<file path="src/hw/rtl/cmdc_pkg.sv">
// ----------------------------------------------------------------------------
// cmdc_pkg
// shared constants and types for the multisynth divider calculator
// ----------------------------------------------------------------------------
package cmdc_pkg;

   localparam int TGT_BITS  = 20;
   localparam int BYTE_BITS = 8;
   localparam int FRAC_BITS = 20;
   localparam int T_BITS    = 7;
   localparam int P1_BITS   = 18;

   localparam logic [FRAC_BITS-1:0] DENOM      = 20'd1048575;
   localparam logic [P1_BITS-1:0]   P1_OFFSET  = 18'd512;
   localparam logic [FRAC_BITS-1:0] P3_EXACT4  = 20'd1;
   localparam logic [1:0]           DIVBY4_ON  = 2'h3;
   localparam logic [1:0]           DIVBY4_OFF = 2'h0;

   localparam logic [TGT_BITS-1:0]  RST_PLL = 20'd800000;
   localparam logic [TGT_BITS-1:0]  RST_MIN = 20'd1000;
   localparam logic [TGT_BITS-1:0]  RST_MAX = 20'd150000;

   typedef enum logic [1:0] {
      CSR_PLL = 2'd0,
      CSR_MIN = 2'd1,
      CSR_MAX = 2'd2
   } csr_index_type;

endpackage

</file>
<file path="src/hw/rtl/clock_multisynth_divider_calc.sv">
// ----------------------------------------------------------------------------
// clock_multisynth_divider_calc
// pipelined calculator of multisynth P1/P2/P3 register bytes from a target
// ----------------------------------------------------------------------------
// usage:
//   - write pll_khz (index 0), min_khz (1), max_khz (2) on the csr_ port
//     while no item is in flight
//   - an item is taken at a clock edge with start high and busy low; busy is
//     high only while reset is asserted, so one target per cycle is taken
//   - each item gives exactly one result, shown for one cycle with rsp_valid
//   - the pipeline is one input register, FREQ_BITS
//     restoring steps for pll / target, one stage forming rem * 1048575,
//     20 restoring steps for the fraction b, one stage for t and P2 (division
//     by 2^20-1 done as fold and correct), and one output register
//   - throughput is one item per cycle; each restoring step does one
//     subtract-and-compare
//   - a refused target (zero, below min or above max) gives status 1, zero
//     bytes and the unchanged held frequency
//   - the held frequency is updated when the item enters, so items in flight
//     carry the value in effect after them
//   - reset clears the valid bits, the held frequency and restores the
//     config defaults; results cannot be stalled by the receiver
// ----------------------------------------------------------------------------
module clock_multisynth_divider_calc
   import cmdc_pkg::*;
#(
   parameter int FREQ_BITS = 20
) (
   input  logic                   clock,
   input  logic                   reset,
   input  logic                   start,
   output logic                   busy,
   input  logic [TGT_BITS-1:0]    req_target_khz,
   input  logic                   csr_we,
   input  logic [1:0]             csr_index,
   input  logic [FREQ_BITS-1:0]   csr_wdata,
   output logic                   rsp_valid,
   output logic                   rsp_status,
   output logic [BYTE_BITS-1:0]   rsp_byte0,
   output logic [BYTE_BITS-1:0]   rsp_byte1,
   output logic [BYTE_BITS-1:0]   rsp_byte2,
   output logic [BYTE_BITS-1:0]   rsp_byte3,
   output logic [BYTE_BITS-1:0]   rsp_byte4,
   output logic [BYTE_BITS-1:0]   rsp_byte5,
   output logic [BYTE_BITS-1:0]   rsp_byte6,
   output logic [BYTE_BITS-1:0]   rsp_byte7,
   output logic [TGT_BITS-1:0]    rsp_held_khz
);

   // compare width wide enough for target and config registers
   localparam int CW = (FREQ_BITS > TGT_BITS) ? FREQ_BITS : TGT_BITS;
   localparam int NA = 11;   // quotient bits that reach P1 after the mod 2^18

   // config registers
   logic [FREQ_BITS-1:0] pll_ff, min_ff, max_ff;
   logic [TGT_BITS-1:0]  cur_ff, cur_in;
   logic                 in_ok;

   always_ff @(posedge clock) begin
      if (reset) begin
         pll_ff <= FREQ_BITS'(RST_PLL);
         min_ff <= FREQ_BITS'(RST_MIN);
         max_ff <= FREQ_BITS'(RST_MAX);
      end else if (csr_we) begin
         case (csr_index_type'(csr_index))
            CSR_PLL: pll_ff <= csr_wdata;
            CSR_MIN: min_ff <= csr_wdata;
            CSR_MAX: max_ff <= csr_wdata;
            default: ;
         endcase
      end
   end

   assign busy = reset;

   logic take;
   assign take = start & ~busy;

   // range check at entry, the held frequency follows the item order
   assign in_ok = (req_target_khz != '0) &&
                  (CW'(req_target_khz) >= CW'(min_ff)) &&
                  (CW'(req_target_khz) <= CW'(max_ff));
   assign cur_in = (take && in_ok) ? req_target_khz : cur_ff;

   always_ff @(posedge clock) begin
      if (reset) cur_ff <= '0;
      else       cur_ff <= cur_in;
   end

   // --------------------------------------------------------------------
   // first divider: pll / target, one quotient bit per stage
   // --------------------------------------------------------------------
   logic                 d1_v_ff    [0:FREQ_BITS];
   logic                 d1_ok_ff   [0:FREQ_BITS];
   logic [TGT_BITS-1:0]  d1_f_ff    [0:FREQ_BITS];
   logic [TGT_BITS-1:0]  d1_held_ff [0:FREQ_BITS];
   logic [TGT_BITS-1:0]  d1_r_ff    [0:FREQ_BITS];
   logic [FREQ_BITS-1:0] d1_n_ff    [0:FREQ_BITS];
   logic [TGT_BITS-1:0]  d1_r_in    [0:FREQ_BITS-1];
   logic [FREQ_BITS-1:0] d1_n_in    [0:FREQ_BITS-1];

   genvar j;
   generate
      for (j = 0; j < FREQ_BITS; j++) begin : g_d1
         logic [TGT_BITS:0] rr;
         logic [TGT_BITS:0] diff;
         logic              ge;
         assign rr   = {d1_r_ff[j], d1_n_ff[j][FREQ_BITS-1]};
         assign diff = rr - {1'b0, d1_f_ff[j]};
         assign ge   = (rr >= {1'b0, d1_f_ff[j]});
         assign d1_r_in[j] = ge ? diff[TGT_BITS-1:0] : rr[TGT_BITS-1:0];
         assign d1_n_in[j] = {d1_n_ff[j][FREQ_BITS-2:0], ge};
      end
   endgenerate

   always_ff @(posedge clock) begin
      if (reset) begin
         for (int k = 0; k <= FREQ_BITS; k++) d1_v_ff[k] <= 1'b0;
      end else begin
         d1_v_ff[0] <= take;
         for (int k = 0; k < FREQ_BITS; k++) d1_v_ff[k+1] <= d1_v_ff[k];
      end
      d1_ok_ff[0]   <= in_ok;
      d1_f_ff[0]    <= req_target_khz;
      d1_held_ff[0] <= cur_in;
      d1_r_ff[0]    <= '0;
      d1_n_ff[0]    <= pll_ff;
      for (int k = 0; k < FREQ_BITS; k++) begin
         d1_ok_ff[k+1]   <= d1_ok_ff[k];
         d1_f_ff[k+1]    <= d1_f_ff[k];
         d1_held_ff[k+1] <= d1_held_ff[k];
         d1_r_ff[k+1]    <= d1_r_in[k];
         d1_n_ff[k+1]    <= d1_n_in[k];
      end
   end

   // --------------------------------------------------------------------
   // numerator rem * (2^20 - 1), exact-divide-by-4 detection
   // --------------------------------------------------------------------
   logic [2*FRAC_BITS-1:0] num;
   logic                   spec_in;
   assign num = {d1_r_ff[FREQ_BITS], {FRAC_BITS{1'b0}}} -
                {{FRAC_BITS{1'b0}}, d1_r_ff[FREQ_BITS]};
   assign spec_in = (d1_n_ff[FREQ_BITS] == FREQ_BITS'(4)) &&
                    (d1_r_ff[FREQ_BITS] == '0);

   // --------------------------------------------------------------------
   // second divider: b = num / target, 20 fraction bits
   // --------------------------------------------------------------------
   logic                 d2_v_ff    [0:FRAC_BITS];
   logic                 d2_ok_ff   [0:FRAC_BITS];
   logic                 d2_spec_ff [0:FRAC_BITS];
   logic [NA-1:0]        d2_a_ff    [0:FRAC_BITS];
   logic [TGT_BITS-1:0]  d2_f_ff    [0:FRAC_BITS];
   logic [TGT_BITS-1:0]  d2_held_ff [0:FRAC_BITS];
   logic [TGT_BITS-1:0]  d2_r_ff    [0:FRAC_BITS];
   logic [FRAC_BITS-1:0] d2_n_ff    [0:FRAC_BITS];
   logic [TGT_BITS-1:0]  d2_r_in    [0:FRAC_BITS-1];
   logic [FRAC_BITS-1:0] d2_n_in    [0:FRAC_BITS-1];

   generate
      for (j = 0; j < FRAC_BITS; j++) begin : g_d2
         logic [TGT_BITS:0] rr;
         logic [TGT_BITS:0] diff;
         logic              ge;
         assign rr   = {d2_r_ff[j], d2_n_ff[j][FRAC_BITS-1]};
         assign diff = rr - {1'b0, d2_f_ff[j]};
         assign ge   = (rr >= {1'b0, d2_f_ff[j]});
         assign d2_r_in[j] = ge ? diff[TGT_BITS-1:0] : rr[TGT_BITS-1:0];
         assign d2_n_in[j] = {d2_n_ff[j][FRAC_BITS-2:0], ge};
      end
   endgenerate

   always_ff @(posedge clock) begin
      if (reset) begin
         for (int k = 0; k <= FRAC_BITS; k++) d2_v_ff[k] <= 1'b0;
      end else begin
         d2_v_ff[0] <= d1_v_ff[FREQ_BITS];
         for (int k = 0; k < FRAC_BITS; k++) d2_v_ff[k+1] <= d2_v_ff[k];
      end
      d2_ok_ff[0]   <= d1_ok_ff[FREQ_BITS];
      d2_spec_ff[0] <= spec_in;
      d2_a_ff[0]    <= d1_n_ff[FREQ_BITS][NA-1:0];
      d2_f_ff[0]    <= d1_f_ff[FREQ_BITS];
      d2_held_ff[0] <= d1_held_ff[FREQ_BITS];
      d2_r_ff[0]    <= num[2*FRAC_BITS-1:FRAC_BITS];
      d2_n_ff[0]    <= num[FRAC_BITS-1:0];
      for (int k = 0; k < FRAC_BITS; k++) begin
         d2_ok_ff[k+1]   <= d2_ok_ff[k];
         d2_spec_ff[k+1] <= d2_spec_ff[k];
         d2_a_ff[k+1]    <= d2_a_ff[k];
         d2_f_ff[k+1]    <= d2_f_ff[k];
         d2_held_ff[k+1] <= d2_held_ff[k];
         d2_r_ff[k+1]    <= d2_r_in[k];
         d2_n_ff[k+1]    <= d2_n_in[k];
      end
   end

   // --------------------------------------------------------------------
   // t = 128b / (2^20-1) and P2 as its remainder: fold the high bits back in
   // --------------------------------------------------------------------
   logic [FRAC_BITS+T_BITS-1:0] x128;
   logic [T_BITS-1:0]           tq;
   logic [FRAC_BITS:0]          fold;
   logic                        fold_ge;
   logic [T_BITS-1:0]           t_in;
   logic [FRAC_BITS-1:0]        p2_in;
   logic [FRAC_BITS:0]          fold_sub;

   assign x128     = {d2_n_ff[FRAC_BITS], {T_BITS{1'b0}}};
   assign tq       = x128[FRAC_BITS+T_BITS-1:FRAC_BITS];
   assign fold     = {1'b0, x128[FRAC_BITS-1:0]} + {{(FRAC_BITS+1-T_BITS){1'b0}}, tq};
   assign fold_ge  = (fold >= {1'b0, DENOM});
   assign fold_sub = fold - {1'b0, DENOM};
   assign t_in     = fold_ge ? (tq + T_BITS'(1)) : tq;
   assign p2_in    = fold_ge ? fold_sub[FRAC_BITS-1:0] : fold[FRAC_BITS-1:0];

   logic                 t_v_ff, t_ok_ff, t_spec_ff;
   logic [NA-1:0]        t_a_ff;
   logic [T_BITS-1:0]    t_t_ff;
   logic [FRAC_BITS-1:0] t_p2_ff;
   logic [TGT_BITS-1:0]  t_held_ff;

   always_ff @(posedge clock) begin
      if (reset) t_v_ff <= 1'b0;
      else       t_v_ff <= d2_v_ff[FRAC_BITS];
      t_ok_ff   <= d2_ok_ff[FRAC_BITS];
      t_spec_ff <= d2_spec_ff[FRAC_BITS];
      t_a_ff    <= d2_a_ff[FRAC_BITS];
      t_held_ff <= d2_held_ff[FRAC_BITS];
      t_t_ff    <= t_in;
      t_p2_ff   <= p2_in;
   end

   // --------------------------------------------------------------------
   // P1, special case, byte packing, output register
   // --------------------------------------------------------------------
   logic [P1_BITS-1:0]   p1_raw, p1;
   logic [FRAC_BITS-1:0] p2, p3;
   logic [1:0]           d4;

   assign p1_raw = {t_a_ff, {T_BITS{1'b0}}} + {{(P1_BITS-T_BITS){1'b0}}, t_t_ff}
                   - P1_OFFSET;

   always_comb begin
      if (t_spec_ff) begin
         p1 = '0;
         p2 = '0;
         p3 = P3_EXACT4;
         d4 = DIVBY4_ON;
      end else begin
         p1 = p1_raw;
         p2 = t_p2_ff;
         p3 = DENOM;
         d4 = DIVBY4_OFF;
      end
   end

   logic                 o_v_ff, o_st_ff;
   logic [BYTE_BITS-1:0] o_b_ff [0:7];
   logic [TGT_BITS-1:0]  o_held_ff;

   always_ff @(posedge clock) begin
      if (reset) o_v_ff <= 1'b0;
      else       o_v_ff <= t_v_ff;
      o_st_ff   <= ~t_ok_ff;
      o_held_ff <= t_held_ff;
      if (t_ok_ff) begin
         o_b_ff[0] <= p3[15:8];
         o_b_ff[1] <= p3[7:0];
         o_b_ff[2] <= {4'h0, d4, p1[17:16]};
         o_b_ff[3] <= p1[15:8];
         o_b_ff[4] <= p1[7:0];
         o_b_ff[5] <= {p3[19:16], p2[19:16]};
         o_b_ff[6] <= p2[15:8];
         o_b_ff[7] <= p2[7:0];
      end else begin
         for (int k = 0; k < 8; k++) o_b_ff[k] <= '0;
      end
   end

   assign rsp_valid    = o_v_ff;
   assign rsp_status   = o_st_ff;
   assign rsp_byte0    = o_b_ff[0];
   assign rsp_byte1    = o_b_ff[1];
   assign rsp_byte2    = o_b_ff[2];
   assign rsp_byte3    = o_b_ff[3];
   assign rsp_byte4    = o_b_ff[4];
   assign rsp_byte5    = o_b_ff[5];
   assign rsp_byte6    = o_b_ff[6];
   assign rsp_byte7    = o_b_ff[7];
   assign rsp_held_khz = o_held_ff;

endmodule

</file>
<file path="config.mk">
export PLATFORM = sky130hd
export DESIGN_NAME = clock_multisynth_divider_calc
export DESIGN_NICKNAME = d
export VERILOG_FILES = /design/src/hw/rtl/cmdc_pkg.sv /design/src/hw/rtl/clock_multisynth_divider_calc.sv
export SDC_FILE = /design/constraint.sdc
export NUM_CORES = 2
export LEC_CHECK = 0
export BUFFER_PORTS_ARGS = -buffer_cell sky130_fd_sc_hd__buf_2
export CORE_UTILIZATION = 29
export CTS_CLUSTER_DIAMETER = 60
export CTS_CLUSTER_SIZE = 8
export DETAILED_ROUTE_END_ITERATION = 8
export PLACE_DENSITY = 0.5
export SLEW_MARGIN = 20
export SYNTH_ARGS = -nofsm -noshare
export SYNTH_HDL_FRONTEND = slang
export SYNTH_SLANG_ARGS = --single-unit
</file>
<file path="constraint.sdc">
create_clock -name clock -period 3.4 [get_ports clock]
set_input_delay 0.17 -clock clock [delete_from_list [all_inputs] [get_ports clock]]
set_output_delay 0.17 -clock clock [all_outputs]
set_load 0.02 [all_outputs]
</file>
After elaboration in Yosys (flattened, before gate mapping)
Memory sizes are Yosys's and may differ from the RTL's. A register that Yosys moved wholly into a read port is not among the register bits.
Cells that the tools add are included.
{ "classes": {"addsub": 46, "magnitude_cmp": 43, "eq_ne": 3, "n_mux": 103, "bitwise": 53, "reduce_logical": 10} }
{ "ops": {"columns": ["operator", "n"], "rows": [
  ["20-bit two-way mux", 44],
  ["21-bit by 20-bit >= comparator with 1-bit output", 40],
  ["20-bit subtractor", 40],
  ["8-bit two-way mux", 8],
  ["1-bit bitwise OR", 50],
  ["1-bit two-way mux", 48],
  ["40-bit by 20-bit subtractor with 40-bit output", 1],
  ["20-bit by 7-bit adder with 21-bit output", 1],
  ["21-bit by 20-bit >= comparator with 1-bit output, second input constant", 1],
  ["20-bit by 3-bit equality test with 1-bit output, second input constant", 1],
  ["20-bit >= comparator", 1],
  ["20-bit <= comparator", 1],
  ["20-bit zero test", 1],
  ["20-bit nonzero test", 1],
  ["20-bit subtractor, second input constant", 1],
  ["18-bit by 7-bit adder with 18-bit output", 1],
  ["18-bit two-way mux", 1],
  ["18-bit by 10-bit subtractor with 18-bit output, second input constant", 1],
  ["7-bit by 1-bit adder with 7-bit output, second input constant", 1],
  ["7-bit two-way mux", 1],
  ["2-bit AND reduction", 3],
  ["1-bit logical AND", 4],
  ["2-bit by 1-bit equality test with 1-bit output, second input constant", 1],
  ["2-bit equality test, second input constant", 1],
  ["other kinds (4)", 5]
]} }
{ "word_totals": {"ff_bits": 129, "mem_bits_rw": 3760, "out_inout_bits": 87, "n_memories": 15} }
{ "memory_table": {"columns": ["name", "words", "width", "read_ports", "rd_ports_with_merged_regs", "wr", "line_no", "text"], "rows": [
  ["d1_f_ff", 21, 20, 21, 0, 21, "clock_multisynth_divider_calc.sv:95", "logic [TGT_BITS-1:0] d1_f_ff [0:FREQ_BITS];"],
  ["d1_held_ff", 21, 20, 21, 0, 21, "clock_multisynth_divider_calc.sv:96", "logic [TGT_BITS-1:0] d1_held_ff [0:FREQ_BITS];"],
  ["d1_n_ff", 21, 20, 21, 0, 21, "clock_multisynth_divider_calc.sv:98", "logic [FREQ_BITS-1:0] d1_n_ff [0:FREQ_BITS];"],
  ["d1_r_ff", 21, 20, 21, 0, 21, "clock_multisynth_divider_calc.sv:97", "logic [TGT_BITS-1:0] d1_r_ff [0:FREQ_BITS];"],
  ["d2_f_ff", 21, 20, 20, 0, 21, "clock_multisynth_divider_calc.sv:154", "logic [TGT_BITS-1:0] d2_f_ff [0:FRAC_BITS];"],
  ["d2_held_ff", 21, 20, 21, 1, 21, "clock_multisynth_divider_calc.sv:155", "logic [TGT_BITS-1:0] d2_held_ff [0:FRAC_BITS];"],
  ["+9 memories", null, null, null, null, null, null, null]
]} }

Depth between registers and ports, before layout
{ "logic_depth": {"ltp_word": 5, "depth_mapped": 13, "depth_no_buf": 11} }

Worst setup path after synthesis
OpenSTA, ideal clock, no wires.
{ "synth_path": {"kind": "flip-flop to flip-flop", "startpoint": "memory d2_f_ff[1][1]", "endpoint": "memory d2_r_ff[2][2], in the netlist d2_r_ff[0][42]", "setup_time_ns": 0.121, "t_arrival_ns": 2.607, "path_slack_ns": 0.672, "stages_incl_launch_ff": 12, "cell_sequence": "dfxtp_1 > inv_1 > ha_1 > nor2b_4 > o211a_1 > or4_4 > a21oi_2 > o21bai_2 > a211oi_2 > o31ai_2 > buf_6 > mux2_4"} }
{ "synth_lines": {"columns": ["item", "line_no", "text"], "rows": [
  ["from (decl)", "clock_multisynth_divider_calc.sv:154", null],
  ["to (decl)", "clock_multisynth_divider_calc.sv:156", "logic [TGT_BITS-1:0] d2_r_ff [0:FRAC_BITS];"]
]} }

==> metrics <==
total via count after detailed routing around 80000; Critical Path, Cell by Cell inv_1 > ha_1 > nor2b_1 > o21ai_0 > a21boi_0 > o31ai_2 > a2111oi_0 > o21a_1 > a21oi_2 > buf_12 > mux2_2; routed wire length per instance between 10 and 15 um; post-route worst hold slack about 0.11 ns; Overflow after GRT 0; number of sinks handled by clock tree synthesis roughly 3800; synth warn 0; horizontal die dimension between 600 and 700 um; Die Ht ~670 um; final setup vio count 0; Buffers on Ports 128; Worst path max stage delay 0.65 ns; Cell Pwr Density ~960 nW/um^2; slowest stage cell, crit path a2111oi_0; starting density of the core a little under 30%; footprint of the multi-input gates approximately 47000 sq um; pin count of the biggest net entering global routing 96; part of the cycle the worst path needs 93.8%; first-pass GRT wire length roughly 430000 um; CTS tree built; highest ir drop seen on vdd about 0.47 mV; global routing usage summed across all routing layers about an eighth; fill cell instance count of the final layout about 44000; buffers from clock root to sink, at most 4; buffers inserted by post-CTS timing repair 0; count of unique library cells instantiated by Yosys 105; Detailed Place HPWL 195000 um; cts bufs inserted 570; final net count approximately 13000; count of nets left with antenna violations after detail routing 0; accumulated negative setup slack 0 ns; number of hold violations in the final report 0; final period demand of the worst path approximately 3.2 ns; final estimated routing congestion in global placement 0.823; P&R area growth vs syn 20.1%; unrepaired setup endpoints after global routing no; worst slew margin relative to its limit a little under a third; top fanout value on the critical path 21; number of primary I/O pins 133; Crit path max-delay family compound AO/OA/AOI/OAI gates; average instance area after synthesis 11.1 sq um; Highest Clock Rate approximately 310 MHz; main flop type after synthesis dfxtp_1; flops & latches, synth around 3800; cell area after technology mapping between 100000 and 150000 sq um; share of the yosys chip area belonging to registers between 50% and 60%; Detailed Routing Iterations Pass 1 6; Syn Inst Count between 10000 and 15000; CP required around 4.2 ns; CP Capture Type flip-flop; floorplan row count about 240; CTS HTree Levels 6; DRC violation count after routing 0; outcome completed; worst-skew pair later-pin latency 1.03 ns; register cell area after layout 76600 sq um; critical path type flip-flop to flip-flop; Startpoint Class flip-flop; number of DRC violations after detailed-routing iteration 0 just over 4000; Root Buffer Master clkbuf_16; clock-pin slew on the worst setup and hold paths around 0.050 ns; fraction of layout cells with a size suffix above 1 11.8%; final-report max-slew violation count 0; number of synthesized flops with an enable pin 0; Worst Tran Pin Value 1.05 ns; area of the core ~440000 sq um; data arrival time of the worst path roughly 4.0 ns; number of max-cap violations 0; Hold/Removal Path Class input pin to flip-flop; routed via count divided by cell count 4.33; Fin Clk Skew slightly above 0.08 ns; die area around 450000 sq um; Pleak around 67 nW; vias in the first global route 79500; post-synthesis async set-or-reset flop share 0%; initial antenna violation count 19; final WL between 200000 and 300000 um; crit path buf inv count 2
-- flip-flops by register name, summed over array words and instances, names as in the netlist, 11 cells and up --
| signal | flops |
|---|---|
| d2_a_ff | 231 |
| d2_r_ff | 400 |
| o_b_ff | 34 |
| d1_ok_ff | 21 |
| d1_v_ff | 21 |
| t_p2_ff | 14 |
| d2_held_ff | 420 |
| d1_held_ff | 420 |
| pll_ff | 20 |
| t_a_ff | 11 |
| d1_n_ff | 420 |
| d2_f_ff | 400 |
| d2_ok_ff | 21 |
| rsp_held_khz | 20 |
| d2_n_ff | 420 |
| min_ff | 20 |
| d1_r_ff | 400 |
| t_held_ff | 20 |
| max_ff | 20 |
| d2_spec_ff | 21 |
| d2_v_ff | 21 |
| d1_f_ff | 420 |
| cur_ff | 20 |
-- synthesized netlist by cell type (17+ instances only) --
master | number | share of area (%)
xor2_1 | 185 | 1.3
mux2_2 | 356 | 3.1
o21a_1 | 174 | 1.0
dfxtp_1 | 3826 | 59
o21bai_1 | 32 | 0.19
nor2b_1 | 191 | 0.93
nor2_1 | 730 | 2.1
nand3b_1 | 26 | 0.15
o21ai_0 | 434 | 1.7
mux2i_1 | 42 | 0.33
buf_4 | 45 | 0.26
nor3_1 | 183 | 0.71
nand2b_1 | 95 | 0.46
nand4_1 | 105 | 0.51
mux2_4 | 34 | 0.40
or2_2 | 34 | 0.16
o31ai_1 | 62 | 0.36
nor4_1 | 58 | 0.28
nand3_1 | 156 | 0.61
a21oi_1 | 742 | 2.9
inv_1 | 1048 | 3.1
o2111ai_1 | 18 | 0.12
ha_1 | 825 | 8.0
a21boi_0 | 38 | 0.22
and2_1 | 98 | 0.48
o41ai_1 | 18 | 0.12
nor3b_1 | 19 | 0.11
and3_1 | 48 | 0.23
o211ai_1 | 59 | 0.34
xnor2_1 | 376 | 2.6
nand2_1 | 547 | 1.6
fa_1 | 38 | 0.59
buf_2 | 59 | 0.23
a211o_1 | 38 | 0.26
a2111oi_0 | 17 | 0.12
a31oi_1 | 95 | 0.46
a31o_2 | 31 | 0.21
clkbuf_1 | 85 | 0.25
o31a_1 | 43 | 0.29
or3_1 | 77 | 0.37
a21o_1 | 205 | 1.2
a211oi_1 | 64 | 0.37
-- path summary, 6_finish.rpt --
kind                                 from                  endpoint  slack [ns]  cells after the start
hold reg to reg    d1_f_ff[0][51]$_DFF_P_    d1_f_ff[0][71]$_DFF_P_        0.28                      0
setup reg to reg  d1_f_ff[1][101]$_DFF_P_   d1_r_ff[1][122]$_DFF_P_        0.21                     11
setup / recovery  d1_f_ff[1][101]$_DFF_P_   d1_r_ff[1][122]$_DFF_P_        0.21                     11
hold / removal          req_target_khz[5]  d1_held_ff[0][5]$_DFF_P_        0.11                      3
-- kinds of logic after synthesis --
family,Yosys count,share of synthesized area (%)
fa+ha+maj,863,8.60
xor+xnor,561,3.81
other cells,1,0.00291
compound gates,2263,11.3
flops,3826,59.4
mux,432,3.83
simple gates,2436,9.19
buf+inv,1251,3.87
-- metrics by stage --
stage          total power [W]  setup WS (ns)  util [%]  std cells  area (sq um)
3_5_place_dp            0.0981          0.257      31.1      17600        137000
2_1_floorplan           0.0876          0.672         -      11600        129000
4_1_cts                  0.151          0.230      35.0      18400        155000
6_report                 0.149          0.209      35.0      18400        155000
3_3_place_gp            0.0982          0.289      31.1      17600        137000
5_1_grt                  0.158         0.0377      35.0      18400        155000
-- per-layer routing --
metal | share of wire [%] | vias up | global-route usage [%]
li1 | - | 40900 | -
met1 | 46 | 36800 | 14.8
met2 | 46 | 1437 | 19.8
met3 | 4.5 | 507 | 2.34
met4 | 3.2 | 6 | 4.34
met5 | 0.012 | - | 0
-- where the power goes --
| group | switching, W | internal, W |
|---|---|---|
| registers | 0.00427 | 0.0538 |
| logic | 0.0209 | 0.0186 |
| clock network | 0.0197 | 0.0314 |
-- worst min-delay path, cell delays in order --
cell and delay, ns:
dlygate4sd3_1 0.51, buf_2 0.22, mux2_2 0.19
-- cell usage in the layout (no fill, tap or decap), types with 39 or more instances in the layout --
cell type      count
a21o_1           205
nor2b_1          191
a31oi_1           95
clkinv_16         39
o211ai_1          59
buf_2            127
xor2_1           185
o21ai_0          434
ha_1             825
nor3_1           183
o31a_1            43
nor4_1            58
o21a_1           174
a21oi_1          738
o31ai_1           62
nand2b_1          95
nand4_1          105
nor2_1           730
and3_1            48
inv_1           1048
mux2i_1           42
nand3_1          156
nand2_1          547
and2_1            98
or3_1             77
dfxtp_1         3826
buf_4            110
xnor2_1          375
clkbuf_16        573
dlygate4sd3_1     92
a211oi_1          64
mux2_2           356
-- what timing repair did --
item	in CTS	in global routing
resized for setup	0	1
hold endpoints to repair	122	0
hold buffers	92	0
endpoints found under the setup margin	0	4
-- final cells by class --
cell class / instances / area share (%)
Inverter: 1050 / 2.55
Clock inverter: 85 / 1.21
Antenna cell: 4 / 0.00647
Tap cell: 5904 / 4.77
Sequential cell: 3826 / 49.5
Timing Repair Buffer: 353 / 1.85
Multi-Input combinational cell: 6559 / 30.6
Clock buffer: 615 / 9.49
(Power assumes the default switching activity.)
